## src/sv/vsrs_pkg.sv

```systemverilog
// Shared types and constants for the vital-sign running statistics block.
package vsrs_pkg;

   // Field and channel geometry.
   localparam int SAMPLE_BITS = 16;
   localparam int CHANNELS    = 3;

   // Window length register.
   localparam int CFG_BITS = 5;
   localparam logic [CFG_BITS-1:0] WINDOW_RESET = 5'd5;

   // Default ring depth; the top level hands its parameter down from here.
   localparam int DEFAULT_MAX_WINDOW = 16;

   // Front-to-back queue depth.
   localparam int QUEUE_DEPTH = 2;

   // Register port geometry. Bit 2 of the address selects the register.
   localparam int DATA_BITS = 32;
   localparam int ADDR_BITS = 3;
   localparam logic [ADDR_BITS-3:0] REG_WINDOW_LENGTH = 1'b0;

   typedef logic [SAMPLE_BITS-1:0] sample_type;

   // One sample per channel: index 0 temperature, 1 pulse rate, 2 SpO2.
   typedef logic [CHANNELS-1:0][SAMPLE_BITS-1:0] samples_type;

   typedef struct packed {
      sample_type temperature;
      sample_type pulse_rate;
      sample_type oxygen_saturation;
   } req_item_type;

   typedef struct packed {
      sample_type max_temperature;
      sample_type max_pulse_rate;
      sample_type max_oxygen_saturation;
      sample_type min_temperature;
      sample_type min_pulse_rate;
      sample_type min_oxygen_saturation;
      sample_type avg_temperature;
      sample_type avg_pulse_rate;
      sample_type avg_oxygen_saturation;
      logic       average_valid;
   } rsp_item_type;

   // An item after the front has folded it into the running extrema.
   typedef struct packed {
      samples_type samples;
      samples_type maxima;
      samples_type minima;
   } queue_entry_type;

   // Register write toward the back.
   typedef struct packed {
      logic                write;
      logic [CFG_BITS-1:0] value;
   } cfg_write_type;

   typedef enum logic [1:0] {
      BACK_IDLE,
      BACK_DIVIDE,
      BACK_RETIRE
   } back_state_type;

endpackage

```

## src/sv/vsrs_front.sv

```systemverilog
// Front of the block: accepts items, updates running extrema and queues the items.
module vsrs_front (
   input  logic                      clock,
   input  logic                      reset,
   input  logic                      req_valid,
   output logic                      req_stall,
   input  vsrs_pkg::req_item_type    req_item,
   output logic                      queue_valid,
   input  logic                      queue_pop,
   output vsrs_pkg::queue_entry_type queue_head
);
   import vsrs_pkg::*;

   localparam int PTR_BITS   = $clog2(QUEUE_DEPTH);
   localparam int COUNT_BITS = $clog2(QUEUE_DEPTH + 1);

   samples_type max_ff, max_in;
   samples_type min_ff, min_in;
   samples_type sample;

   queue_entry_type entry_ff [QUEUE_DEPTH];

   logic [PTR_BITS-1:0]   wr_ptr_ff, wr_ptr_in;
   logic [PTR_BITS-1:0]   rd_ptr_ff, rd_ptr_in;
   logic [COUNT_BITS-1:0] count_ff, count_in;
   logic                  push;
   logic                  pop;

   // Queue status and handshake.
   assign req_stall   = (count_ff == COUNT_BITS'(QUEUE_DEPTH));
   assign queue_valid = (count_ff != '0);
   assign push        = req_valid && !req_stall;
   assign pop         = queue_pop && queue_valid;
   assign queue_head  = entry_ff[rd_ptr_ff];

   assign sample[0] = req_item.temperature;
   assign sample[1] = req_item.pulse_rate;
   assign sample[2] = req_item.oxygen_saturation;

   // Running extrema move only when an item is taken.
   always_comb begin
      max_in = max_ff;
      min_in = min_ff;
      if (push) begin
         for (int c = 0; c < CHANNELS; c++) begin
            if (sample[c] > max_ff[c]) begin
               max_in[c] = sample[c];
            end
            if (sample[c] < min_ff[c]) begin
               min_in[c] = sample[c];
            end
         end
      end
   end

   // Queue pointers and fill count.
   always_comb begin
      wr_ptr_in = wr_ptr_ff;
      rd_ptr_in = rd_ptr_ff;
      if (push) begin
         wr_ptr_in = (wr_ptr_ff == PTR_BITS'(QUEUE_DEPTH - 1)) ? '0 : wr_ptr_ff + 1'b1;
      end
      if (pop) begin
         rd_ptr_in = (rd_ptr_ff == PTR_BITS'(QUEUE_DEPTH - 1)) ? '0 : rd_ptr_ff + 1'b1;
      end
      count_in = count_ff + COUNT_BITS'(push) - COUNT_BITS'(pop);
   end

   always_ff @(posedge clock) begin
      if (reset) begin
         max_ff    <= '0;
         min_ff    <= '1;
         wr_ptr_ff <= '0;
         rd_ptr_ff <= '0;
         count_ff  <= '0;
      end else begin
         max_ff    <= max_in;
         min_ff    <= min_in;
         wr_ptr_ff <= wr_ptr_in;
         rd_ptr_ff <= rd_ptr_in;
         count_ff  <= count_in;
      end
   end

   // Queue storage carries the sample together with the extrema it produced.
   always_ff @(posedge clock) begin
      if (push) begin
         entry_ff[wr_ptr_ff] <= '{samples: sample, maxima: max_in, minima: min_in};
      end
   end

endmodule

```

## src/sv/vsrs_div.sv

```systemverilog
// Serial restoring divider: three window sums by the window length, one bit per cycle.
module vsrs_div #(
   parameter int SUM_BITS = vsrs_pkg::SAMPLE_BITS + $clog2(vsrs_pkg::DEFAULT_MAX_WINDOW),
   parameter int LEN_BITS = $clog2(vsrs_pkg::DEFAULT_MAX_WINDOW + 1)
) (
   input  logic                                       clock,
   input  logic                                       reset,
   input  logic                                       start,
   input  logic [vsrs_pkg::CHANNELS-1:0][SUM_BITS-1:0] dividend,
   input  logic [LEN_BITS-1:0]                        divisor,
   output logic                                       busy,
   output vsrs_pkg::samples_type                      quotient
);
   import vsrs_pkg::*;

   localparam int STEP_BITS = $clog2(SUM_BITS + 1);

   logic [CHANNELS-1:0][SUM_BITS-1:0] quot_ff, quot_in;
   logic [CHANNELS-1:0][LEN_BITS-1:0] rem_ff, rem_in;
   logic [LEN_BITS-1:0]               divisor_ff, divisor_in;
   logic [STEP_BITS-1:0]              step_ff, step_in;
   logic                              busy_ff, busy_in;

   assign busy = busy_ff;

   // The quotient fits the sample width because the sum never exceeds length times a sample.
   always_comb begin
      for (int c = 0; c < CHANNELS; c++) begin
         quotient[c] = quot_ff[c][SAMPLE_BITS-1:0];
      end
   end

   // One restoring step per lane: the dividend shifts out as quotient bits shift in.
   always_comb begin
      logic [LEN_BITS:0] trial;
      logic [LEN_BITS:0] diff;
      logic              fits;
      quot_in    = quot_ff;
      rem_in     = rem_ff;
      divisor_in = divisor_ff;
      step_in    = step_ff;
      busy_in    = busy_ff;
      trial      = '0;
      diff       = '0;
      fits       = 1'b0;
      if (start) begin
         quot_in    = dividend;
         rem_in     = '0;
         divisor_in = divisor;
         step_in    = STEP_BITS'(SUM_BITS);
         busy_in    = 1'b1;
      end else if (busy_ff) begin
         for (int c = 0; c < CHANNELS; c++) begin
            trial      = {rem_ff[c], quot_ff[c][SUM_BITS-1]};
            diff       = trial - {1'b0, divisor_ff};
            fits       = (trial >= {1'b0, divisor_ff});
            rem_in[c]  = fits ? diff[LEN_BITS-1:0] : trial[LEN_BITS-1:0];
            quot_in[c] = {quot_ff[c][SUM_BITS-2:0], fits};
         end
         step_in = step_ff - 1'b1;
         busy_in = (step_ff != STEP_BITS'(1));
      end
   end

   always_ff @(posedge clock) begin
      if (reset) begin
         busy_ff <= 1'b0;
         step_ff <= '0;
      end else begin
         busy_ff <= busy_in;
         step_ff <= step_in;
      end
   end

   always_ff @(posedge clock) begin
      quot_ff    <= quot_in;
      rem_ff     <= rem_in;
      divisor_ff <= divisor_in;
   end

endmodule

```

## src/sv/vsrs_back.sv

```systemverilog
// Back of the block: sample ring, window sums, averaging sequence and result register.
module vsrs_back #(
   parameter int MAX_WINDOW = vsrs_pkg::DEFAULT_MAX_WINDOW
) (
   input  logic                            clock,
   input  logic                            reset,
   input  vsrs_pkg::cfg_write_type         cfg,
   output logic [vsrs_pkg::CFG_BITS-1:0]   window_length,
   input  logic                            queue_valid,
   output logic                            queue_pop,
   input  vsrs_pkg::queue_entry_type       queue_head,
   output logic                            rsp_valid,
   input  logic                            rsp_stall,
   output vsrs_pkg::rsp_item_type          rsp_item
);
   import vsrs_pkg::*;

   localparam int PTR_BITS = $clog2(MAX_WINDOW);
   localparam int LEN_BITS = $clog2(MAX_WINDOW + 1);
   localparam int SUM_BITS = SAMPLE_BITS + $clog2(MAX_WINDOW);
   localparam logic [LEN_BITS:0] DEPTH_WIDE = (LEN_BITS + 1)'(MAX_WINDOW);

   back_state_type state_ff, state_in;

   logic [CFG_BITS-1:0]               length_ff, length_in;
   logic [CHANNELS-1:0][SUM_BITS-1:0] sums_ff, sums_in;
   logic [LEN_BITS-1:0]               fill_ff, fill_in;
   logic [PTR_BITS-1:0]               oldest_ff, oldest_in;
   logic                              rsp_valid_ff, rsp_valid_in;
   logic                              avg_valid_ff, avg_valid_in;
   samples_type                       max_hold_ff, max_hold_in;
   samples_type                       min_hold_ff, min_hold_in;
   rsp_item_type                      rsp_item_ff, rsp_item_in;
   samples_type                       old_ff;
   samples_type                       ring_mem [MAX_WINDOW];

   logic [LEN_BITS-1:0] eff_len;
   logic [LEN_BITS-1:0] fill_plus;
   logic [LEN_BITS:0]   slot_wide;
   logic [PTR_BITS-1:0] slot;
   logic                mem_we;
   logic                div_start;
   logic                div_busy;
   samples_type         quotient;

   assign window_length = length_ff;
   assign rsp_valid     = rsp_valid_ff;
   assign rsp_item      = rsp_item_ff;

   // A length of zero counts as one; lengths beyond the ring saturate to its depth.
   always_comb begin
      if (length_ff == '0) begin
         eff_len = LEN_BITS'(1);
      end else if (32'(length_ff) > 32'(MAX_WINDOW)) begin
         eff_len = LEN_BITS'(MAX_WINDOW);
      end else begin
         eff_len = LEN_BITS'(length_ff);
      end
   end

   // Next free ring slot sits fill entries past the oldest one.
   always_comb begin
      slot_wide = {1'b0, LEN_BITS'(oldest_ff)} + {1'b0, fill_ff};
      if (slot_wide >= DEPTH_WIDE) begin
         slot_wide = slot_wide - DEPTH_WIDE;
      end
      slot = slot_wide[PTR_BITS-1:0];
   end

   assign fill_plus = fill_ff + LEN_BITS'(1);

   // Averaging sequence: load, divide, retire.
   always_comb begin
      state_in     = state_ff;
      length_in    = length_ff;
      sums_in      = sums_ff;
      fill_in      = fill_ff;
      oldest_in    = oldest_ff;
      rsp_valid_in = rsp_valid_ff;
      avg_valid_in = avg_valid_ff;
      max_hold_in  = max_hold_ff;
      min_hold_in  = min_hold_ff;
      rsp_item_in  = rsp_item_ff;
      queue_pop    = 1'b0;
      mem_we       = 1'b0;
      div_start    = 1'b0;

      // The result register empties when its item is taken.
      if (rsp_valid_ff && !rsp_stall) begin
         rsp_valid_in = 1'b0;
      end

      unique case (state_ff)
         BACK_IDLE: begin
            if (queue_valid) begin
               queue_pop    = 1'b1;
               mem_we       = 1'b1;
               div_start    = 1'b1;
               for (int c = 0; c < CHANNELS; c++) begin
                  sums_in[c] = sums_ff[c] + SUM_BITS'(queue_head.samples[c]);
               end
               fill_in      = fill_plus;
               avg_valid_in = (fill_plus >= eff_len);
               max_hold_in  = queue_head.maxima;
               min_hold_in  = queue_head.minima;
               state_in     = BACK_DIVIDE;
            end
         end
         BACK_DIVIDE: begin
            if (!div_busy) begin
               state_in = BACK_RETIRE;
            end
         end
         BACK_RETIRE: begin
            if (!rsp_valid_ff || !rsp_stall) begin
               rsp_valid_in                      = 1'b1;
               rsp_item_in.max_temperature       = max_hold_ff[0];
               rsp_item_in.max_pulse_rate        = max_hold_ff[1];
               rsp_item_in.max_oxygen_saturation = max_hold_ff[2];
               rsp_item_in.min_temperature       = min_hold_ff[0];
               rsp_item_in.min_pulse_rate        = min_hold_ff[1];
               rsp_item_in.min_oxygen_saturation = min_hold_ff[2];
               rsp_item_in.avg_temperature       = avg_valid_ff ? quotient[0] : '0;
               rsp_item_in.avg_pulse_rate        = avg_valid_ff ? quotient[1] : '0;
               rsp_item_in.avg_oxygen_saturation = avg_valid_ff ? quotient[2] : '0;
               rsp_item_in.average_valid         = avg_valid_ff;
               // A full window drops its oldest sample.
               if (avg_valid_ff) begin
                  for (int c = 0; c < CHANNELS; c++) begin
                     sums_in[c] = sums_ff[c] - SUM_BITS'(old_ff[c]);
                  end
                  oldest_in = (oldest_ff == PTR_BITS'(MAX_WINDOW - 1)) ? '0
                                                                      : oldest_ff + 1'b1;
                  fill_in   = fill_ff - LEN_BITS'(1);
               end
               state_in = BACK_IDLE;
            end
         end
         default: begin
            state_in = BACK_IDLE;
         end
      endcase

      // A length write restarts the window; write only while the block is idle (not enforced).
      if (cfg.write) begin
         length_in = cfg.value;
         sums_in   = '0;
         fill_in   = '0;
         oldest_in = '0;
      end
   end

   always_ff @(posedge clock) begin
      if (reset) begin
         state_ff     <= BACK_IDLE;
         length_ff    <= WINDOW_RESET;
         sums_ff      <= '0;
         fill_ff      <= '0;
         oldest_ff    <= '0;
         rsp_valid_ff <= 1'b0;
      end else begin
         state_ff     <= state_in;
         length_ff    <= length_in;
         sums_ff      <= sums_in;
         fill_ff      <= fill_in;
         oldest_ff    <= oldest_in;
         rsp_valid_ff <= rsp_valid_in;
      end
   end

   always_ff @(posedge clock) begin
      avg_valid_ff <= avg_valid_in;
      max_hold_ff  <= max_hold_in;
      min_hold_ff  <= min_hold_in;
      rsp_item_ff  <= rsp_item_in;
   end

   // Sample ring: written on load, oldest entry read back while the divider runs.
   always_ff @(posedge clock) begin
      if (mem_we) begin
         ring_mem[slot] <= queue_head.samples;
      end
      old_ff <= ring_mem[oldest_ff];
   end

   vsrs_div #(
      .SUM_BITS (SUM_BITS),
      .LEN_BITS (LEN_BITS)
   ) u_div (
      .clock    (clock),
      .reset    (reset),
      .start    (div_start),
      .dividend (sums_in),
      .divisor  (eff_len),
      .busy     (div_busy),
      .quotient (quotient)
   );

endmodule

```

## src/sv/vital_sign_running_stats_core.sv

```systemverilog
// Top level of the vital-sign running statistics block.
//
//   Channel   Direction   Handshake                  Carries
//   req_*     in          req_valid / req_stall      one sample triple
//   rsp_*     out         rsp_valid / rsp_stall      extrema, averages, average_valid
//   p*        in / out    psel, penable, pready      window_length register
//
// An item goes from the queue head to the result register through the load, divide and
// retire states; the serial divider works out one quotient bit a cycle.
// Reset is synchronous and active high; the sample ring itself is not cleared.
// A two-entry queue takes items while the back works, and the result register
// holds its item under rsp_stall while the back finishes the next one.
module vital_sign_running_stats_core #(
   parameter int MAX_WINDOW = vsrs_pkg::DEFAULT_MAX_WINDOW
) (
   input  logic                           clock,
   input  logic                           reset,
   input  logic                           req_valid,
   output logic                           req_stall,
   input  vsrs_pkg::req_item_type         req_item,
   output logic                           rsp_valid,
   input  logic                           rsp_stall,
   output vsrs_pkg::rsp_item_type         rsp_item,
   input  logic                           psel,
   input  logic                           penable,
   input  logic                           pwrite,
   input  logic [vsrs_pkg::ADDR_BITS-1:0] paddr,
   input  logic [vsrs_pkg::DATA_BITS-1:0] pwdata,
   output logic [vsrs_pkg::DATA_BITS-1:0] prdata,
   output logic                           pready
);
   import vsrs_pkg::*;

   queue_entry_type     queue_head;
   logic                queue_valid;
   logic                queue_pop;
   cfg_write_type       cfg;
   logic [CFG_BITS-1:0] window_length;
   logic                reg_hit;

   // Register port decode.
   assign pready    = 1'b1;
   assign reg_hit   = (paddr[ADDR_BITS-1:2] == REG_WINDOW_LENGTH);
   assign cfg.write = psel && penable && pwrite && reg_hit;
   assign cfg.value = pwdata[CFG_BITS-1:0];
   assign prdata    = reg_hit ? DATA_BITS'(window_length) : '0;

   vsrs_front u_front (
      .clock       (clock),
      .reset       (reset),
      .req_valid   (req_valid),
      .req_stall   (req_stall),
      .req_item    (req_item),
      .queue_valid (queue_valid),
      .queue_pop   (queue_pop),
      .queue_head  (queue_head)
   );

   vsrs_back #(
      .MAX_WINDOW (MAX_WINDOW)
   ) u_back (
      .clock         (clock),
      .reset         (reset),
      .cfg           (cfg),
      .window_length (window_length),
      .queue_valid   (queue_valid),
      .queue_pop     (queue_pop),
      .queue_head    (queue_head),
      .rsp_valid     (rsp_valid),
      .rsp_stall     (rsp_stall),
      .rsp_item      (rsp_item)
   );

endmodule

```

## config.mk

```make
export PLATFORM = sky130hd
export DESIGN_NAME = vital_sign_running_stats_core
export DESIGN_NICKNAME = d
export VERILOG_FILES = /design/src/sv/vsrs_pkg.sv /design/src/sv/vsrs_front.sv /design/src/sv/vsrs_div.sv /design/src/sv/vsrs_back.sv /design/src/sv/vital_sign_running_stats_core.sv
export SDC_FILE = /design/constraint.sdc
export NUM_CORES = 2
export LEC_CHECK = 0
export BUFFER_PORTS_ARGS = -buffer_cell sky130_fd_sc_hd__buf_2
export CORE_MARGIN = 5
export CORE_UTILIZATION = 55
export DETAILED_ROUTE_END_ITERATION = 7
export GPL_ROUTABILITY_DRIVEN = 0
export PLACE_DENSITY = 0.78
export REMOVE_ABC_BUFFERS = 1
export SYNTH_ARGS = -nofsm -noshare
export SYNTH_HDL_FRONTEND = slang
export SYNTH_SLANG_ARGS = --single-unit
export TNS_END_PERCENT = 100
```

## constraint.sdc

```tcl
create_clock -name clock -period 23.6 [get_ports clock]
set_clock_uncertainty 0.1 [all_clocks]
set_input_delay 4.72 -clock clock [delete_from_list [all_inputs] [get_ports clock]]
set_output_delay 4.72 -clock clock [all_outputs]
set_load 0.05 [all_outputs]
```

**After elaboration in Yosys (flattened, before gate mapping)**

Memories as Yosys holds them, arrays and structs flattened. A register that Yosys moved wholly into a read port is not among the register bits.
Cells that the tools add are included.

- Multiplexer cells: 48
- Equal/unequal tests: 9
- Order comparisons: 12
- Bitwise operators: 1
- $add $sub $neg: 19
- Reduce and logical (&&, ||, !) cells: 22

Operators by type and width:

| cell | count |
|---|---|
| 2-to-1 mux 60 bit | 6 |
| case mux 60 bit (2 select lines) | 1 |
| 2-to-1 mux 16 bit | 6 |
| 2-to-1 mux 48 bit | 2 |
| adder 20 x 16 -> 20 bit | 3 |
| subtractor 20 x 16 -> 20 bit | 3 |
| 2-to-1 mux 5 bit | 11 |
| greater-than comparator 16 bit | 3 |
| < comparator 16 bit | 3 |
| greater-or-equal comparator 6 x 5 -> 1 bit | 3 |
| 2-to-1 mux 1 bit | 15 |
| subtractor 5 bit | 3 |
| case mux 5 bit (2 select lines) | 1 |
| subtractor 5 x 1 -> 5 bit, second input constant | 2 |
| 2-to-1 mux 4 bit | 2 |
| adder 4 x 5 -> 6 bit | 1 |
| greater-or-equal comparator 6 x 5 -> 1 bit, second input constant | 1 |
| logical AND 1 bit | 6 |
| 2-to-1 mux 2 bit | 3 |
| case mux 2 bit (3 select lines) | 1 |
| AND reduction 3 bit | 2 |
| nonzero test 2 bit | 3 |
| adder 5 x 1 -> 5 bit, second input constant | 1 |
| greater-or-equal comparator 5 bit | 1 |
| other kinds (20) | 28 |

- Flip-flop bits (word level): 505
- Memories: 2
- RAM bits: 1,056
- Logic and storage cells: 157

Memories:

| name | depth | bits a word | rd ports | clocked after memory_dff | write ports | line | RTL |
|---|---|---|---|---|---|---|---|
| u_back.ring_mem | 16 | 48 | 1 | 1 | 1 | vsrs_back.sv:35 | `samples_type ring_mem [MAX_WINDOW];` |
| u_front.entry_ff | 2 | 144 | 1 | 1 | 1 | vsrs_front.sv:21 | `queue_entry_type entry_ff [QUEUE_DEPTH];` |

**Depth between registers and ports, before layout**

- Depth after elaboration: 6
- Gate-level depth with buffers: 15
- Mapped depth without buffers: 12

**Cells and area by module**

A second synthesis with hierarchy kept.

- Cells, all modules: 4,145
- Area, all modules: 68,040.3 um^2

Modules (own cells, without submodules):

| module | cells each | area each (um^2) | seq. area each (um^2) | times used |
|---|---|---|---|---|
| vsrs_back | 2,633 | 46,079.2 | 32,831.5 | 1 |
| vsrs_front | 1,113 | 17,052.6 | 10,670.2 | 1 |
| vsrs_div | 363 | 4,636.9 | 2,372.3 | 1 |
| vital_sign_running_stats_core | 36 | 271.5 | 0.0 | 1 |

**Worst setup path before layout**

Ideal clock, no wire load.

- Path type: input to register
- From: in rsp_stall
- To: reg u_back.rsp_item_ff, in the netlist u_back.rsp_item[0], enable pin
- Stages on the path: 1
- Data arrival time: 11.713 ns
- Path buffers: 0
- Data required time: 22.803 ns
- Slack: 11.090 ns
- Cells stage by stage: a21oi_1

- Word-level cells in the longest chain between the ends: 3

Ends and longest elaborated chain:

| item | line | RTL |
|---|---|---|
| start: declaration | vital_sign_running_stats_core.sv:22 | `input logic rsp_stall,` |
| logical NOT 1 bit | vsrs_back.sv:115 | `if (!rsp_valid_ff \|\| !rsp_stall) begin` |
| logical OR 1 bit | vsrs_back.sv:115 |  |
| AND reduction 2 bit (no source line) | - |  |
| end signal: assignment | vsrs_back.sv:175 | `rsp_item_ff <= rsp_item_in;` |
| end: declaration | vsrs_back.sv:33 | `rsp_item_type rsp_item_ff, rsp_item_in;` |

No other way between the ends.
A chain may end at the register's enable or synchronous reset.

**Final worst setup path**

- From: in paddr[2] (netlist name)
- To: out prdata[2] (netlist name)

- Word-level cells in the longest chain between the ends: 1

Ends and longest elaborated chain:

| item | line | RTL |
|---|---|---|
| start: declaration | vital_sign_running_stats_core.sv:27 | `input logic [vsrs_pkg::ADDR_BITS-1:0] paddr,` |
| 2-to-1 mux 5 bit | vital_sign_running_stats_core.sv:46 | `assign prdata = reg_hit ? DATA_BITS'(window_length) : '0;` |
| end: declaration | vital_sign_running_stats_core.sv:29 | `output logic [vsrs_pkg::DATA_BITS-1:0] prdata,` |

No other way between the ends.

==> impl_summary.log <==
INFO  metric synth_top_area_frac = 0.611
INFO  metric post_synth_inst_count = ~4100
INFO  metric global_route_wire_length_before_repair = 236000 um
INFO  metric first_pass_iters = 5
INFO  metric r2r-end = u_back.u_div.quot_ff[39]$_DFFE_PP_
INFO  metric area_growth = 12.3%
INFO  metric clkSlewWorstSetupHoldPaths = approximately 0.050 ns
INFO  metric p_per_area = 124 nW/um^2
INFO  metric numClockSinks = between 1500 and 2000
INFO  metric worst-r2r-cell-count = 11
INFO  metric htree_levels = 4
INFO  metric place_inst = 5828
INFO  metric core.rowCount = ~130
INFO  metric path_cells = buf_2 > nor2b_1 > buf_2
INFO  metric synth_common_cells = 1363 x sky130_fd_sc_hd__edfxtp_1, 247 x sky130_fd_sc_hd__dfxtp_1, 240 x sky130_fd_sc_hd__mux4_2
INFO  metric synth_ff_type = sky130_fd_sc_hd__edfxtp_1
INFO  metric first_iter_violations = 4360
INFO  metric tritoncts.num_buffers = 159
INFO  metric synth_enable_flop_cells = roughly 1400
INFO  metric via_per_inst = just over 6
INFO  metric tightestPinTransition = between 1 and 1.5 ns
INFO  metric io-pin-count = between 200 and 300
INFO  metric drv_cap = 0
INFO  metric layout_cell_share_with_drive_strength_beyond_1 = 0.241
INFO  metric synth_area_leaders = sky130_fd_sc_hd__edfxtp_1 61%, sky130_fd_sc_hd__mux4_2 8.1%, sky130_fd_sc_hd__dfxtp_1 7.4%, sky130_fd_sc_hd__ha_1 4.1%, sky130_fd_sc_hd__mux2_2 3.6%
INFO  metric hold_class = register to register
INFO  metric startpoint_type = primary input
INFO  metric timing.slew.headroom = 0.180
INFO  metric via_count = approximately 38000
INFO  metric hold-worst-slack = roughly 0.32 ns
INFO  metric outcome = finished, final reports clean
INFO  metric insertion_delay = roughly 0.78 ns
INFO  metric clockBufferDepth = 3
INFO  metric cts-resized-gates = 0
INFO  metric worstHoldEndpoint = u_back.rsp_item[86]$_DFFE_PP_
INFO  metric worst-r2r-setup-slack = about 18 ns
INFO  metric synth_most_common_cell = sky130_fd_sc_hd__edfxtp_1
INFO  metric post-cts-setup-buffer-count = 0
INFO  metric yosys.area.top_type = sky130_fd_sc_hd__edfxtp_1
INFO  metric postLayoutCellArea = around 75000 sq um
INFO  metric totalWireLength = 157000 um
INFO  metric min_path_cells = 0
INFO  metric detail-route-antenna-nets = 0
INFO  metric synth_sequential_area_ratio = 0.685
INFO  metric netlist-cell-type-count = 87
INFO  metric leakagePower = approximately 26 nW
INFO  metric total_power = 0.00930 W
INFO  metric path_max_fanout = 7
INFO  metric grt_setup_unrepaired = no
INFO  metric maxClockFrequency = between 90 and 100 MHz
INFO  metric fill_cell_count = 8402
INFO  metric crit_top_cell = sky130_fd_sc_hd__buf_2
INFO  metric slowest_delay = approximately 0.27 ns
INFO  metric crit_path_capture_type = output pin
INFO  metric worst-endpoint-required = ~19 ns
INFO  metric floorplan.die.height = about 360 um
INFO  metric wire_per_inst = between 20 and 30 um
INFO  metric drcViolationCount = 0
INFO  metric finalNetCount = 4683
INFO  metric max-vdd-ir-drop = 0.0000820 V
INFO  metric initial_antenna_violation_count = 11
INFO  metric timing_max_transition_violations_final = 0
INFO  metric die_width = about 360 um
INFO  metric start_util = 0.552
INFO  metric cp.arrival = around 5.2 ns
INFO  metric grt-ovfl-total = 0
INFO  metric cts_tree = yes
INFO  metric postCtsHoldBufs = 0
INFO  metric report.final.hold_viol_count = 0
INFO  metric coreArea = between 100000 and 150000 sq um
INFO  metric post_layout_nonfiller_instances = 6135
INFO  metric port_buffers = 212
INFO  metric hold_path.startpoint = u_back.min_hold_ff[5]$_DFFE_PP_
INFO  metric synth-async-reset-ratio = 0
INFO  metric fin_tns_setup = 0 ns
INFO  metric post_synth_instance_area = 67000 sq um
INFO  metric yosysWarningCount = 0
INFO  metric hpwlAfterDp = 89500 um
INFO  metric layout_min_cycle_time = 10.06 ns
INFO  metric vias_in_the_first_global_route = 37602
INFO  metric design.die.area = approximately 130000 sq um
INFO  metric largest_net_degree_at_the_start_of_global_routing = 117
INFO  metric crit_type = primary input to output pin
INFO  metric dpl-instance-area = 69900 sq um
INFO  metric final-setup-viol-count = 0
INFO  metric final_critical_path_share_of_the_clock_period = 0.426
INFO  metric clockRootBuffer = sky130_fd_sc_hd__clkbuf_16
INFO  metric syn_area_per_cell = about 16 sq um
INFO  metric ys_seq_elements = between 1500 and 2000
INFO  metric slowest_stage = sky130_fd_sc_hd__buf_2
INFO  metric grtUsageTotal = 0.240
## area by class of cell
class,count,area [sq um],share of cell area
inverters,204,771,0.0102
repair buffers,268,1500,0.0199
well taps,1625,2030,0.0270
clock buffers,219,4500,0.0598
flip-flops and latches,1610,45900,0.610
diodes,9,22.5,0.000299
clock inverters,79,762,0.0101
multi-input cells,2121,19700,0.262
## critical path, delay by kind of cell
family / cells / cell delay, ns
buf+inv: 2 / 0.40
simple gates: 1 / 0.11
## through the flow
stage / setup slack [ns] / util
3_5_place_dp: 13.53 / 0.576
2_1_floorplan: 9.20 / -
3_3_place_gp: 13.55 / 0.576
4_1_cts: 13.53 / 0.619
6_report: 13.54 / 0.620
5_1_grt: 13.50 / 0.619
## kinds of logic after synthesis
family,synth area share
flops,0.685
simple gates,0.0518
compound gates,0.0567
mux,0.125
buf+inv,0.0242
fa+ha+maj,0.0439
xor+xnor,0.0129
other cells,0.000112
## cell usage in the layout (no fill, tap or decap), drive strengths merged, types with 10 or more instances in the layout
| cell | n |
|---|---|
| a2111oi | 15 |
| a211oi | 37 |
| a21o | 59 |
| a21oi | 143 |
| a221oi | 18 |
| a22o | 10 |
| a22oi | 10 |
| a31oi | 12 |
| and2 | 61 |
| buf | 268 |
| bufinv | 10 |
| clkbuf | 219 |
| clkinv | 50 |
| conb | 28 |
| dfxtp | 247 |
| edfxtp | 1363 |
| fa | 10 |
| ha | 219 |
| inv | 214 |
| mux2 | 240 |
| mux2i | 21 |
| mux4 | 240 |
| nand2 | 153 |
| nand2b | 21 |
| nand3 | 36 |
| nand4 | 20 |
| nor2 | 182 |
| nor2b | 87 |
| nor3 | 41 |
| o211ai | 16 |
| o21a | 27 |
| o21ai | 129 |
| o31ai | 10 |
| or2 | 54 |
| xnor2 | 66 |
| xor2 | 33 |
## worst max-delay path by stage
stage               cells past startpoint                              end                              from
global route                            3                        prdata[1]                          paddr[2]
detailed placement                      3                        prdata[2]                          paddr[2]
CTS                                     3                        prdata[2]                          paddr[2]
floorplan                               3  u_back.ring_mem[0][0]$_DFFE_PP_  u_back.oldest_ff[0]$_SDFFE_PP0P_
finish                                  3                        prdata[2]                          paddr[2]
global placement                        3                        prdata[1]                          paddr[2]
## state kept, by name (all words and copies together) (netlist names), 12 cells and up, named ones only
signal and flops:
u_back.u_div.rem_ff 15, u_back.max_hold_ff 48, u_front.min_ff 48, u_back.u_div.quotient 48, u_back.min_hold_ff 48, u_back.ring_mem 768, u_front.max_ff 48, u_back.sums_ff 60
u_back.u_div.quot_ff 12, u_back.rsp_item 145, u_front.entry_ff 288, u_back.old_ff 48
## where the power goes
part           switching, W  leakage [nW]  internal (W)
clock network       0.00108          2.57       0.00146
logic               0.00172          9.39      0.000964
registers          0.000239          14.5       0.00384
## routing by layer
| metal | up-vias | GRT usage | wire length (um) |
|---|---|---|---|
| met5 | - | 0 | 8 |
| met4 | 2 | 0.0872 | 5720 |
| met3 | 358 | 0.0505 | 13800 |
| met2 | 1990 | 0.389 | 76000 |
| met1 | 19021 | 0.326 | 61900 |
| li1 | 16294 | - | - |
Note: power is estimated with default switching activity, not from simulation.
